**config.mk**
```make
export PLATFORM = sky130hd
export DESIGN_NAME = pts_ctrl
export DESIGN_NICKNAME = d
export VERILOG_FILES = /design/src/hdl/pts_pkg.sv /design/src/hdl/pts_ctrl.sv
export SDC_FILE = /design/constraint.sdc
export NUM_CORES = 1
export LEC_CHECK = 0
export BUFFER_PORTS_ARGS = -buffer_cell sky130_fd_sc_hd__clkbuf_2
export CELL_PAD_IN_SITES_DETAIL_PLACEMENT = 1
export CELL_PAD_IN_SITES_GLOBAL_PLACEMENT = 1
export CORE_ASPECT_RATIO = 1.4
export CORE_MARGIN = 2
export CORE_UTILIZATION = 35
export CTS_CLUSTER_SIZE = 24
export DETAILED_ROUTE_END_ITERATION = 6
export HOLD_SLACK_MARGIN = 0.02
export PLACE_DENSITY = 0.8
export SYNTH_ARGS = -nofsm -noshare
export SYNTH_HDL_FRONTEND = slang
export SYNTH_SLANG_ARGS = --single-unit
```
**constraint.sdc**
```tcl
create_clock -name clock -period 3.7 [get_ports clock]
set_input_delay 0.37 -clock clock [delete_from_list [all_inputs] [get_ports clock]]
set_output_delay 0.37 -clock clock [all_outputs]
set_load 0.01 [all_outputs]
```
**src/hdl/pts_pkg.sv**
```systemverilog
// ----------------------------------------------------------------------------
// Periodic timer scheduler package
// Shared types, codes and constants for the timer scheduler block.
// ----------------------------------------------------------------------------
package pts_pkg;

   localparam logic [1:0] KIND_ADD   = 2'd0;
   localparam logic [1:0] KIND_RUN   = 2'd1;
   localparam logic [1:0] KIND_QUERY = 2'd2;

   localparam logic [1:0] ST_OK           = 2'd0;
   localparam logic [1:0] ST_BAD_INTERVAL = 2'd1;
   localparam logic [1:0] ST_TABLE_FULL   = 2'd2;

   localparam logic CSR_UTC_OFFSET = 1'b0;

   localparam int ALIGN_W  = 17;
   localparam int MOD_DW   = 33;
   localparam int MOD_CW   = $clog2(MOD_DW + 1);

   localparam logic [4:0]  RESULT_CAP   = 5'd16;
   localparam logic [10:0] WAIT_MAX_MS  = 11'd2000;
   localparam logic [31:0] ALIGN_MIN_MS = 32'd1000;
   localparam logic signed [32:0] SKEW_LIMIT = 33'sd10;
   localparam logic signed [63:0] ALIGN_USEC = 64'sd10000;
   localparam logic signed [63:0] WAIT_MAX_US = 64'sd2000000;
   localparam logic [19:0] USEC_PER_SEC = 20'd1000000;
   localparam logic [9:0]  USEC_PER_MS  = 10'd1000;
   localparam logic signed [33:0] SEC_PER_HOUR = 34'sd3600;
   // ceil(2^31 / 1000); exact quotient by 1000 for values below 2^21
   localparam logic [21:0] MS_RECIP     = 22'd2147484;

   typedef struct packed {
      logic [1:0]  kind;
      logic [31:0] now_sec;
      logic [19:0] now_usec;
      logic [31:0] interval_ms;
      logic [16:0] align_seconds;
      logic [30:0] call_limit;
   } req_type;

   typedef struct packed {
      logic [1:0]         status;
      logic [5:0]         slot;
      logic               fired;
      logic signed [31:0] calls_left;
      logic [10:0]        wait_ms;
      logic               skew_seen;
      logic               last;
   } rsp_type;

   typedef struct packed {
      logic [31:0]        ivl;
      logic [16:0]        align;
      logic [30:0]        rem;
      logic signed [63:0] next;
   } entry_type;

   typedef enum logic [2:0] {
      RS_ADD_OK, RS_BAD, RS_FULL, RS_NOFIRE, RS_QUERY, RS_ZERO
   } res_sel_type;

   typedef struct packed {
      logic        load;
      logic        skew_chk;
      logic        idx_clr;
      logic        idx_inc;
      logic        rd;
      logic        src_item;
      logic        src_ram;
      logic        mod_start;
      logic        wr_arm;
      logic        wr_fire;
      logic        min_upd;
      logic        pend_load;
      res_sel_type pend_sel;
      logic        push_last;
   } cmd_type;

   typedef struct packed {
      logic [1:0] kind;
      logic       ivl_zero;
      logic       any_valid;
      logic       slot_valid;
      logic       idx_last;
      logic       aligned;
      logic       mod_busy;
      logic       due;
      logic       skew_now;
      logic       pend_valid;
      logic       out_free;
      logic       fire_cap;
   } stat_type;

endpackage

```
**src/hdl/pts_ctrl.sv**
```systemverilog
// ----------------------------------------------------------------------------
// Timer scheduler controller
// Sequences add, re-arm, fire and minimum walks over the timer slots.
// ----------------------------------------------------------------------------
module pts_ctrl import pts_pkg::*; (
   input  logic     clock,
   input  logic     reset,
   input  logic     req_valid,
   output logic     req_ready,
   input  stat_type stat,
   output cmd_type  cmd
);

   typedef enum logic [4:0] {
      S_IDLE, S_PREP, S_PREP2, S_DISP, S_ADD_SCAN, S_RA_RD, S_RA_LAT,
      S_ARM_START, S_ARM_MOD, S_ARM_MUL, S_ARM_WR, S_F_RD, S_F_CHK,
      S_F_MUL, S_F_UPD, S_RUN_END, S_M_RD, S_M_CHK, S_Q_WAIT, S_Q_RES, S_FIN
   } state_type;

   state_type state_ff, state_in;

   always_comb begin
      cmd       = '0;
      cmd.pend_sel = RS_ZERO;
      state_in  = state_ff;
      req_ready = (state_ff == S_IDLE);
      case (state_ff)
         S_IDLE: begin
            if (req_valid) begin
               cmd.load = 1'b1;
               state_in = S_PREP;
            end
         end
         S_PREP:  state_in = S_PREP2;
         S_PREP2: state_in = S_DISP;
         S_DISP: begin
            case (stat.kind)
               KIND_ADD: begin
                  if (stat.ivl_zero) begin
                     cmd.pend_load = 1'b1;
                     cmd.pend_sel  = RS_BAD;
                     state_in      = S_FIN;
                  end else begin
                     cmd.idx_clr = 1'b1;
                     state_in    = S_ADD_SCAN;
                  end
               end
               KIND_RUN: begin
                  if (!stat.any_valid) begin
                     cmd.pend_load = 1'b1;
                     cmd.pend_sel  = RS_NOFIRE;
                     state_in      = S_FIN;
                  end else begin
                     cmd.skew_chk = 1'b1;
                     cmd.idx_clr  = 1'b1;
                     state_in     = stat.skew_now ? S_RA_RD : S_F_RD;
                  end
               end
               KIND_QUERY: begin
                  cmd.skew_chk = 1'b1;
                  cmd.idx_clr  = 1'b1;
                  state_in     = stat.skew_now ? S_RA_RD : S_M_RD;
               end
               default: begin
                  cmd.pend_load = 1'b1;
                  cmd.pend_sel  = RS_ZERO;
                  state_in      = S_FIN;
               end
            endcase
         end
         S_ADD_SCAN: begin
            if (!stat.slot_valid) begin
               cmd.src_item = 1'b1;
               state_in     = S_ARM_START;
            end else if (stat.idx_last) begin
               cmd.pend_load = 1'b1;
               cmd.pend_sel  = RS_FULL;
               state_in      = S_FIN;
            end else begin
               cmd.idx_inc = 1'b1;
            end
         end
         S_RA_RD: begin
            if (stat.slot_valid) begin
               cmd.rd   = 1'b1;
               state_in = S_RA_LAT;
            end else if (stat.idx_last) begin
               cmd.idx_clr = 1'b1;
               state_in    = (stat.kind == KIND_RUN) ? S_F_RD : S_M_RD;
            end else begin
               cmd.idx_inc = 1'b1;
            end
         end
         S_RA_LAT: begin
            cmd.src_ram = 1'b1;
            state_in    = S_ARM_START;
         end
         S_ARM_START: begin
            if (stat.aligned) begin
               cmd.mod_start = 1'b1;
               state_in      = S_ARM_MOD;
            end else begin
               state_in = S_ARM_MUL;
            end
         end
         S_ARM_MOD: begin
            if (!stat.mod_busy) begin
               state_in = S_ARM_MUL;
            end
         end
         S_ARM_MUL: state_in = S_ARM_WR;
         S_ARM_WR: begin
            cmd.wr_arm = 1'b1;
            if (stat.kind == KIND_ADD) begin
               cmd.pend_load = 1'b1;
               cmd.pend_sel  = RS_ADD_OK;
               state_in      = S_FIN;
            end else if (stat.idx_last) begin
               cmd.idx_clr = 1'b1;
               state_in    = (stat.kind == KIND_RUN) ? S_F_RD : S_M_RD;
            end else begin
               cmd.idx_inc = 1'b1;
               state_in    = S_RA_RD;
            end
         end
         S_F_RD: begin
            if (stat.slot_valid && !stat.fire_cap) begin
               cmd.rd   = 1'b1;
               state_in = S_F_CHK;
            end else if (stat.idx_last) begin
               state_in = S_RUN_END;
            end else begin
               cmd.idx_inc = 1'b1;
            end
         end
         S_F_CHK: begin
            if (stat.due) begin
               cmd.src_ram = 1'b1;
               state_in    = S_F_MUL;
            end else if (stat.idx_last) begin
               state_in = S_RUN_END;
            end else begin
               cmd.idx_inc = 1'b1;
               state_in    = S_F_RD;
            end
         end
         S_F_MUL: state_in = S_F_UPD;
         S_F_UPD: begin
            if (!stat.pend_valid || stat.out_free) begin
               cmd.wr_fire = 1'b1;
               if (stat.idx_last) begin
                  state_in = S_RUN_END;
               end else begin
                  cmd.idx_inc = 1'b1;
                  state_in    = S_F_RD;
               end
            end
         end
         S_RUN_END: begin
            if (!stat.pend_valid) begin
               cmd.pend_load = 1'b1;
               cmd.pend_sel  = RS_NOFIRE;
            end
            state_in = S_FIN;
         end
         S_M_RD: begin
            if (stat.slot_valid) begin
               cmd.rd   = 1'b1;
               state_in = S_M_CHK;
            end else if (stat.idx_last) begin
               state_in = S_Q_WAIT;
            end else begin
               cmd.idx_inc = 1'b1;
            end
         end
         S_M_CHK: begin
            cmd.min_upd = 1'b1;
            if (stat.idx_last) begin
               state_in = S_Q_WAIT;
            end else begin
               cmd.idx_inc = 1'b1;
               state_in    = S_M_RD;
            end
         end
         S_Q_WAIT: state_in = S_Q_RES;
         S_Q_RES: begin
            cmd.pend_load = 1'b1;
            cmd.pend_sel  = RS_QUERY;
            state_in      = S_FIN;
         end
         S_FIN: begin
            if (stat.out_free) begin
               cmd.push_last = 1'b1;
               state_in      = S_IDLE;
            end
         end
         default: state_in = S_IDLE;
      endcase
   end

   always_ff @(posedge clock) begin
      if (reset) begin
         state_ff <= S_IDLE;
      end else begin
         state_ff <= state_in;
      end
   end

endmodule

```
# == After elaboration in Yosys (flattened, before gate mapping) ==
# Cells that the tools add are included.
# Widths: inputs -> output; s select.
# totals
register_bits,5
input_bits,16
output_inout_bits,17
word_cells,106
# op_classes
n_eq_ne,30
muxes,66
n_reduce_logical,9
# op_table
cell,n
$pmux 5 s20,1
$mux 5,18
$eq 5x4->1 const B,8
$mux 4,7
$eq 5x5->1 const B,5
$mux 1,25
$eq 5x3->1 const B,4
$pmux 4 s5,1
$pmux 5 s3,1
$ne 3x3->1 const B,4
$pmux 4 s3,1
$eq 5x2->1 const B,2
$mux 2,4
$ne 2x2->1 const B,4
$pmux 1 s8,1
$reduce_and 8->1,1
$mux 3,2
$pmux 1 s2,3
$pmux 1 s3,2
$eq 5x1->1 const B,1
$logic_not 5->1,1
$reduce_or 2->1,2
$eq 2x1->1 const B,1
$eq 2x2->1 const B,1
4 further kinds,5

# == Logic depth before layout (Yosys ltp) ==
# Gate-level depths: netlist (run 1).
# logic_depth
ltp_word,5
ltp_mapped,8
mapped_depth_nobuf,7

# == Least setup slack after synthesis (run 1) ==
# Ideal clock, no wire load.
# synth_timing
path_type,input-to-output
start,in stat[8] in the netlist's numbering
end,out cmd[12] in the netlist's numbering
arrival_time_ns,1.605
path_slack_ns,1.725
path_stages,6
n_path_buf,1
cell_sequence,buf_2 or4b_1 o31a_1 o32ai_4 nor4_2 nor3_2
# synth_rtl
element,line_no,text
"start, declared",pts_ctrl.sv:10,"input stat_type stat,"
"end, declared",pts_ctrl.sv:11,output cmd_type cmd

==> results.json, run 1 <==
{
  "dieArea_sq_mm": 0.00454,
  "hold_buffers": 0,
  "final-hold-violation-count": 0,
  "yosys.area_share.simple": 0.389,
  "syn_avg_cell_area_sq_um": 6.95,
  "nets": 244,
  "dp_hpwl_mm": 3.86,
  "setup_viol": 0,
  "yosys_warnings": 0,
  "die_h_um": 78.9,
  "synth_top_family_by_area": "simple AND/OR/NAND/NOR gates",
  "viasPerCell": 6.45,
  "async_flop_share": 0,
  "top_regs": "state_ff x5",
  "drt-initial-drc-count": 40,
  "cts_sinks": 5,
  "largest_register": "state_ff",
  "wl_per_cell_um": 19.1,
  "yosysUniqueCellTypes": 64,
  "clkTransAtPathRegs_ns": 0.03,
  "postSynthCellCount": 202,
  "yosys.area_share.adder": 0.0446,
  "chipWidth_um": 57.5,
  "crit_family": "simple AND/OR/NAND/NOR gates",
  "fin_hold_ws_ns": 0.580,
  "fin_util": 0.404,
  "crit_path_start_kind": "register",
  "ant_nets": 0,
  "synth_compound_area_frac": 0.364,
  "synth-edff-count": 0,
  "cts_root_buffer": "clkbuf_8",
  "wl_mm": 5.06,
  "synth_flop_cell": "dfxtp_1",
  "largest_register_ffs": 5,
  "worst_slew_pin_slew_ns": 0.837,
  "cts_tree": "built",
  "clk_path_buf_depth": 2,
  "htree_levels": 1,
  "cp.arrival_ns": 2.40,
  "ios": 33,
  "synth.cell_area_sq_mm": 0.00140,
  "criticalPathCategory": "reg2out",
  "relSlewSlack": 0.441,
  "postCtsSetupBuffers": 0,
  "rsz0062_at_grt": "false",
  "vias": 1710,
  "first_pass_iters": 4,
  "cp-end-kind": "primary output",
  "grt_pass1_vias": 1696,
  "track_usage": 0.226,
  "ir_worst_vdd_mv": 0.396,
  "multi_input_area_sq_mm": 0.00115,
  "stdcell_area_sq_mm": 0.00157,
  "initial_core_util": 0.361,
  "totalNegativeSetupSlack_ns": 0,
  "power_density_mw_per_mm2": 374,
  "outcome": "completed",
  "drv_cap": 0,
  "fin_skew_ns": 0.000223,
  "yosysSeqAreaShare": 0.0713,
  "postPlaceCellArea_sq_mm": 0.00152,
  "totalPowerFinal_mw": 0.587,
  "final_layout_size_suffix_gt1_frac": 0.216,
  "leakagePower_nw": 0.594,
  "diodes": 0,
  "final-seq-area_sq_um": 100,
  "syn_to_final_growth_pct": 11.8,
  "place_congestion": 0.926,
  "rows": 27,
  "cts_resized": 0,
  "fmax_ghz": 0.361,
  "path_cells": "nor3b_1 -> nand2_1 -> o22ai_1 -> nor4_2 -> nor3_2 -> clkbuf_2",
  "cts_buffers": 3,
  "grt_pass1_wl_mm": 8.31,
  "port_buffers": 32,
  "hold_path.class": "in2reg",
  "cp_num_buf_inv": 1,
  "synthMuxAreaShare": 0.00713,
  "final-max-slew-violation-count": 0,
  "required_ns": 3.33,
  "synth-seq-cells": 5,
  "syn_nets": 223,
  "slowest_stage": "dfxtp_1",
  "grt-ovfl-total": 0,
  "clk_latency_ns": 0.21,
  "core_area_sq_mm": 0.00388,
  "period_needed_ns": 2.77,
  "grt_max_degree": 27,
  "max_stage_delay_ns": 0.78,
  "fillCellCount": 497,
  "antenna_found_initial": 0,
  "synth_xor_area_frac": 0.0125,
  "min_period_over_period": 0.748,
  "route.detailed.drc": 0,
  "cp_max_fo": 21
}
synthesized netlist by cell type, drive strengths merged (6+ instances only):
library cell | instances | area share
nand3 | 7 | 0.025
nor2 | 15 | 0.040
nor4 | 9 | 0.045
o21ai | 10 | 0.036
nor2b | 7 | 0.031
a21oi | 11 | 0.039
inv | 8 | 0.021
nor3 | 9 | 0.036
nand2b | 8 | 0.036
a31oi | 6 | 0.027
buf | 15 | 0.074
nand2 | 11 | 0.029
worst reg2reg max path, stage by stage (launching register included):
cell and delay, ns:
dfxtp_1 0.85, and2b_2 0.37, a32oi_1 0.08, o32ai_1 0.66
nor4_1 0.17, a32o_1 0.25
layer usage:
| layer | routed length [um] | GRT usage |
|---|---|---|
| met3 | 293 | 0.0358 |
| met4 | 104 | 0.0674 |
| met5 | 0 | 0 |
| met1 | 2080 | 0.279 |
| met2 | 2580 | 0.395 |
worst paths after layout:
check                     end   startpoint  cells past startpoint  slack [ns]
setup reg to reg  state_ff[2]  state_ff[4]                      5        1.21
hold reg to reg   state_ff[2]  state_ff[2]                      1        0.73
hold / removal    state_ff[4]        reset                      4        0.58
setup / recovery      cmd[12]  state_ff[0]                      6        0.93
logic make-up after synthesis:
group / count (synthesis)
flops: 5
compound gates: 67
mux: 1
xor+xnor: 2
simple gates: 93
fa+ha+maj: 5
buf+inv: 29
cells in the final DEF, fill, tap and decap left out, types with 2 or more instances in the layout:
cell type   n
a221oi_1    2
a32oi_1     3
nor2b_1     7
xor2_1      2
nor3b_1     4
o31a_1      2
nand2_1    11
o41ai_1     2
o211ai_1    5
dfxtp_1     5
a32o_1      2
and3_1      3
a31oi_1     6
nand2b_1    8
o21ai_0     9
nor4b_1     2
nor4_1      8
and2_1      2
nor2_1     15
nor3_1      8
a21oi_1    11
o32ai_1     2
clkbuf_8    3
o22ai_1     3
nand3b_1    4
o31ai_1     3
nand3_1     7
or3b_1      2
ha_1        5
a22oi_1     2
buf_4       4
and2b_1     2
clkbuf_2   32
inv_1       8
power breakdown:
part           total, mW  switching [mW]  internal, mW  leakage [nW]
clock network     0.0973          0.0236        0.0737        0.0228
registers          0.130          0.0640        0.0657        0.0407
logic              0.360           0.226         0.134         0.530
total              0.587           0.313         0.273         0.594
through the flow:
step / instances / worst slack [ns]
after floorplan: 202 / 1.72
after global placement: 261 / 1.23
after detailed placement: 261 / 1.22
after CTS: 265 / 0.984
after global routing: 265 / 0.768
final: 265 / 0.933
area by class of cell:
cell class / count / share of cell area
Multi-Input combinational cell: 168 / 0.730
Timing Repair Buffer: 36 / 0.121
Sequential cell: 5 / 0.0638
Tap cell: 43 / 0.0343
Clock buffer: 4 / 0.0287
Inverter: 9 / 0.0215
(Power assumes the default switching activity.)
==> run 2: changes to the inputs <==
--- a/config.mk
+++ b/config.mk
@@ -5,16 +5,17 @@
 export SDC_FILE = /design/constraint.sdc
 export NUM_CORES = 1
 export LEC_CHECK = 0
+export ABC_AREA = 1
 export BUFFER_PORTS_ARGS = -buffer_cell sky130_fd_sc_hd__clkbuf_2
 export CELL_PAD_IN_SITES_DETAIL_PLACEMENT = 1
 export CELL_PAD_IN_SITES_GLOBAL_PLACEMENT = 1
 export CORE_ASPECT_RATIO = 1.4
 export CORE_MARGIN = 2
-export CORE_UTILIZATION = 35
+export CORE_UTILIZATION = 31
 export CTS_CLUSTER_SIZE = 24
 export DETAILED_ROUTE_END_ITERATION = 6
 export HOLD_SLACK_MARGIN = 0.02
-export PLACE_DENSITY = 0.8
+export PLACE_DENSITY = 0.81
 export SYNTH_ARGS = -nofsm -noshare
 export SYNTH_HDL_FRONTEND = slang
 export SYNTH_SLANG_ARGS = --single-unit
==> constraint.sdc (replaced) <==
create_clock -name clock -period 2.4 [get_ports clock]
set_input_delay 0.24 -clock clock [delete_from_list [all_inputs] [get_ports clock]]
set_output_delay 0.24 -clock clock [all_outputs]
set_load 0.01 [all_outputs]
==> run 2 against run 1 <==
- sequential share of layout area increased by 0.41 points
- first-iteration DRC count decreased by 28%
- clock skew increased by 0.0013 ns
- die area decreased by 0.17%
- largest power group unchanged
- worst hold slack got worse by 0.33 ns
- non-clock buffer count decreased by 2
- global-route usage decreased by 0.46 points
- cell count increased by 17%
- synthesized cell count increased by 16%
- clock-buffer cell count unchanged
==> results.json, run 2 <==
{
  "hold_buffers": 0,
  "ios": 33,
  "totalNegativeSetupSlack_ns": 0,
  "synth-seq-cells": 5,
  "yosys_warnings": 0,
  "regToRegStartpoint": "state_ff[2]",
  "nets": 290,
  "totalPowerFinal_mw": 0.821,
  "antenna_found_initial": 0,
  "viasPerCell": 5.39,
  "synth_common_cells": "nand2_1, nor2_1, inv_1",
  "fin_skew_ns": 0.00153,
  "cp-endpoint": "cmd[2]",
  "layout_common_cells": "nand2_1, nor2_1, clkbuf_2, inv_1, nand3_1",
  "grt_max_degree": 12,
  "critPathLaunch": "state_ff[4]",
  "setup_viol": 0,
  "yosys.area_share.adder": 0.0504,
  "yosysTopAreaCellShare": 0.188,
  "outcome": "completed",
  "yosysUniqueCellTypes": 34,
  "synthMuxAreaShare": 0,
  "min_period_over_period": 0.895,
  "yosysSeqAreaShare": 0.0806,
  "ant_nets": 0,
  "period_needed_ns": 2.15,
  "grt_pass1_vias": 1676,
  "drv_cap": 0,
  "track_usage": 0.221,
  "grt_pass1_wl_mm": 7.87,
  "final_layout_size_suffix_gt1_frac": 0.235,
  "top_regs": "state_ff x5",
  "syn_avg_cell_area_sq_um": 5.28,
  "largest_register": "state_ff",
  "layout_commonest_cell": "nand2_1",
  "fmax_ghz": 0.465,
  "htree_levels": 1,
  "final-hold-violation-count": 0,
  "synth_top_family_by_area": "simple AND/OR/NAND/NOR gates",
  "postCtsSetupBuffers": 0,
  "die_h_um": 78.9,
  "cts_buffers": 3,
  "cp_max_fo": 11,
  "final-max-slew-violation-count": 0,
  "yosys.area_share.simple": 0.594,
  "r2r-end": "state_ff[1]",
  "required_ns": 2.16,
  "chipWidth_um": 57.5,
  "dp_hpwl_mm": 4.07,
  "async_flop_share": 0,
  "hold_path.class": "in2reg",
  "worst_slew_pin_slew_ns": 0.480,
  "vias": 1675,
  "leakagePower_nw": 0.837,
  "wl_mm": 4.78,
  "port_buffers": 32,
  "r2r_cells": 9,
  "synth.cell_area_sq_mm": 0.00124,
  "place_congestion": 0.932,
  "yosys.area.top_type": "nand2_1",
  "grt-ovfl-total": 0,
  "synth_flop_cell": "dfxtp_1",
  "r2r_slack_ns": 0.57,
  "criticalPathCategory": "reg2out",
  "first_pass_iters": 4,
  "initial_core_util": 0.319,
  "clk_path_buf_depth": 2,
  "diodes": 0,
  "rows": 27,
  "route.detailed.drc": 0,
  "synth_xor_area_frac": 0,
  "cp.arrival_ns": 1.91,
  "cts_root_buffer": "clkbuf_8",
  "relSlewSlack": 0.680,
  "crit_path_start_kind": "register",
  "cts_resized": 0,
  "synth-edff-count": 0,
  "synth_most_common_cell": "nand2_1",
  "cp-end-kind": "primary output",
  "syn_to_final_growth_pct": 18.9,
  "clk_latency_ns": 0.23,
  "core_area_sq_mm": 0.00388,
  "syn_nets": 256,
  "wl_per_cell_um": 15.4,
  "dieArea_sq_mm": 0.00453,
  "rsz0062_at_grt": "false",
  "postSynthCellCount": 235,
  "ir_worst_vdd_mv": 0.301,
  "power_density_mw_per_mm2": 556,
  "synth_compound_area_frac": 0.139,
  "synth_area_leaders": "nand2_1, nor2_1, nand3_1",
  "drt-initial-drc-count": 29,
  "cts_sinks": 5,
  "cts_tree": "built",
  "largest_register_ffs": 5,
  "clkTransAtPathRegs_ns": 0.04
}
==> run 2: cell count changes after synthesis, moves of 8 or more <==
cell / delta
nor2_1: +21
nor4_1: -8
inv_1: +20
nand2b_1: -8
nand2_1: +51
nand3_1: +18
nor2_2: +9
==> run 2: cells by family after synthesis <==
logic type,Yosys count
fa+ha+maj,5
flops,5
simple gates,157
compound gates,29
buf+inv,39
==> run 2: per-stage QoR <==
| step | area, sq um | cells | util | worst slack, ns | hold slack, ns |
|---|---|---|---|---|---|
| 4_1_cts | 1480 | 311 | 0.380 | 0.228 | 0.249 |
| 2_1_floorplan | 1240 | 235 | - | 0.941 | 0.309 |
| 5_1_grt | 1480 | 311 | 0.380 | 0.0683 | 0.267 |
| 6_report | 1480 | 311 | 0.380 | 0.251 | 0.255 |
| 3_5_place_dp | 1430 | 307 | 0.368 | 0.484 | 0.489 |
| 3_3_place_gp | 1430 | 307 | 0.368 | 0.529 | 0.482 |
==> run 2: worst min path at each step <==
stage | end | slack (ns) | start | depth (start not counted)
final | state_ff[4] | 0.25 | reset | 2
after global routing | state_ff[4] | 0.27 | reset | 2
after CTS | state_ff[3] | 0.25 | reset | 2
after detailed placement | state_ff[1] | 0.49 | reset | 2
after global placement | state_ff[0] | 0.48 | reset | 2
after floorplan | state_ff[0] | 0.31 | reset | 1
==> run 2: critical path, cell delays in order (launching register included) <==
cell and delay (ns):
dfxtp_1 0.43, inv_2 0.21, nand3_1 0.15, nor2_2 0.36, inv_1 0.11, o31ai_1 0.25, clkbuf_2 0.17
==> run 2: cell type report <==
cell class / instances / area (sq um)
clock buffer: 4 / 45.0
fill: 581 / 2410
inverter: 34 / 129
multi-input combinational: 191 / 972
sequential: 5 / 100
tap: 43 / 53.8
timing repair buffer: 34 / 175
==> run 2: power breakdown <==
part	internal, mW	switching, mW	leakage [nW]
Sequential	0.101	0.0342	0.0407
Combinational	0.165	0.353	0.774
Clock	0.115	0.0524	0.0228
==> run 2: metal layers <==
layer  GRT usage  up-vias  share of wire
li1            -      831              -
met1       0.237      781           0.39
met2       0.411       44           0.53
met3      0.0195       19          0.034
met4       0.123        0          0.046
met5           0        -              0
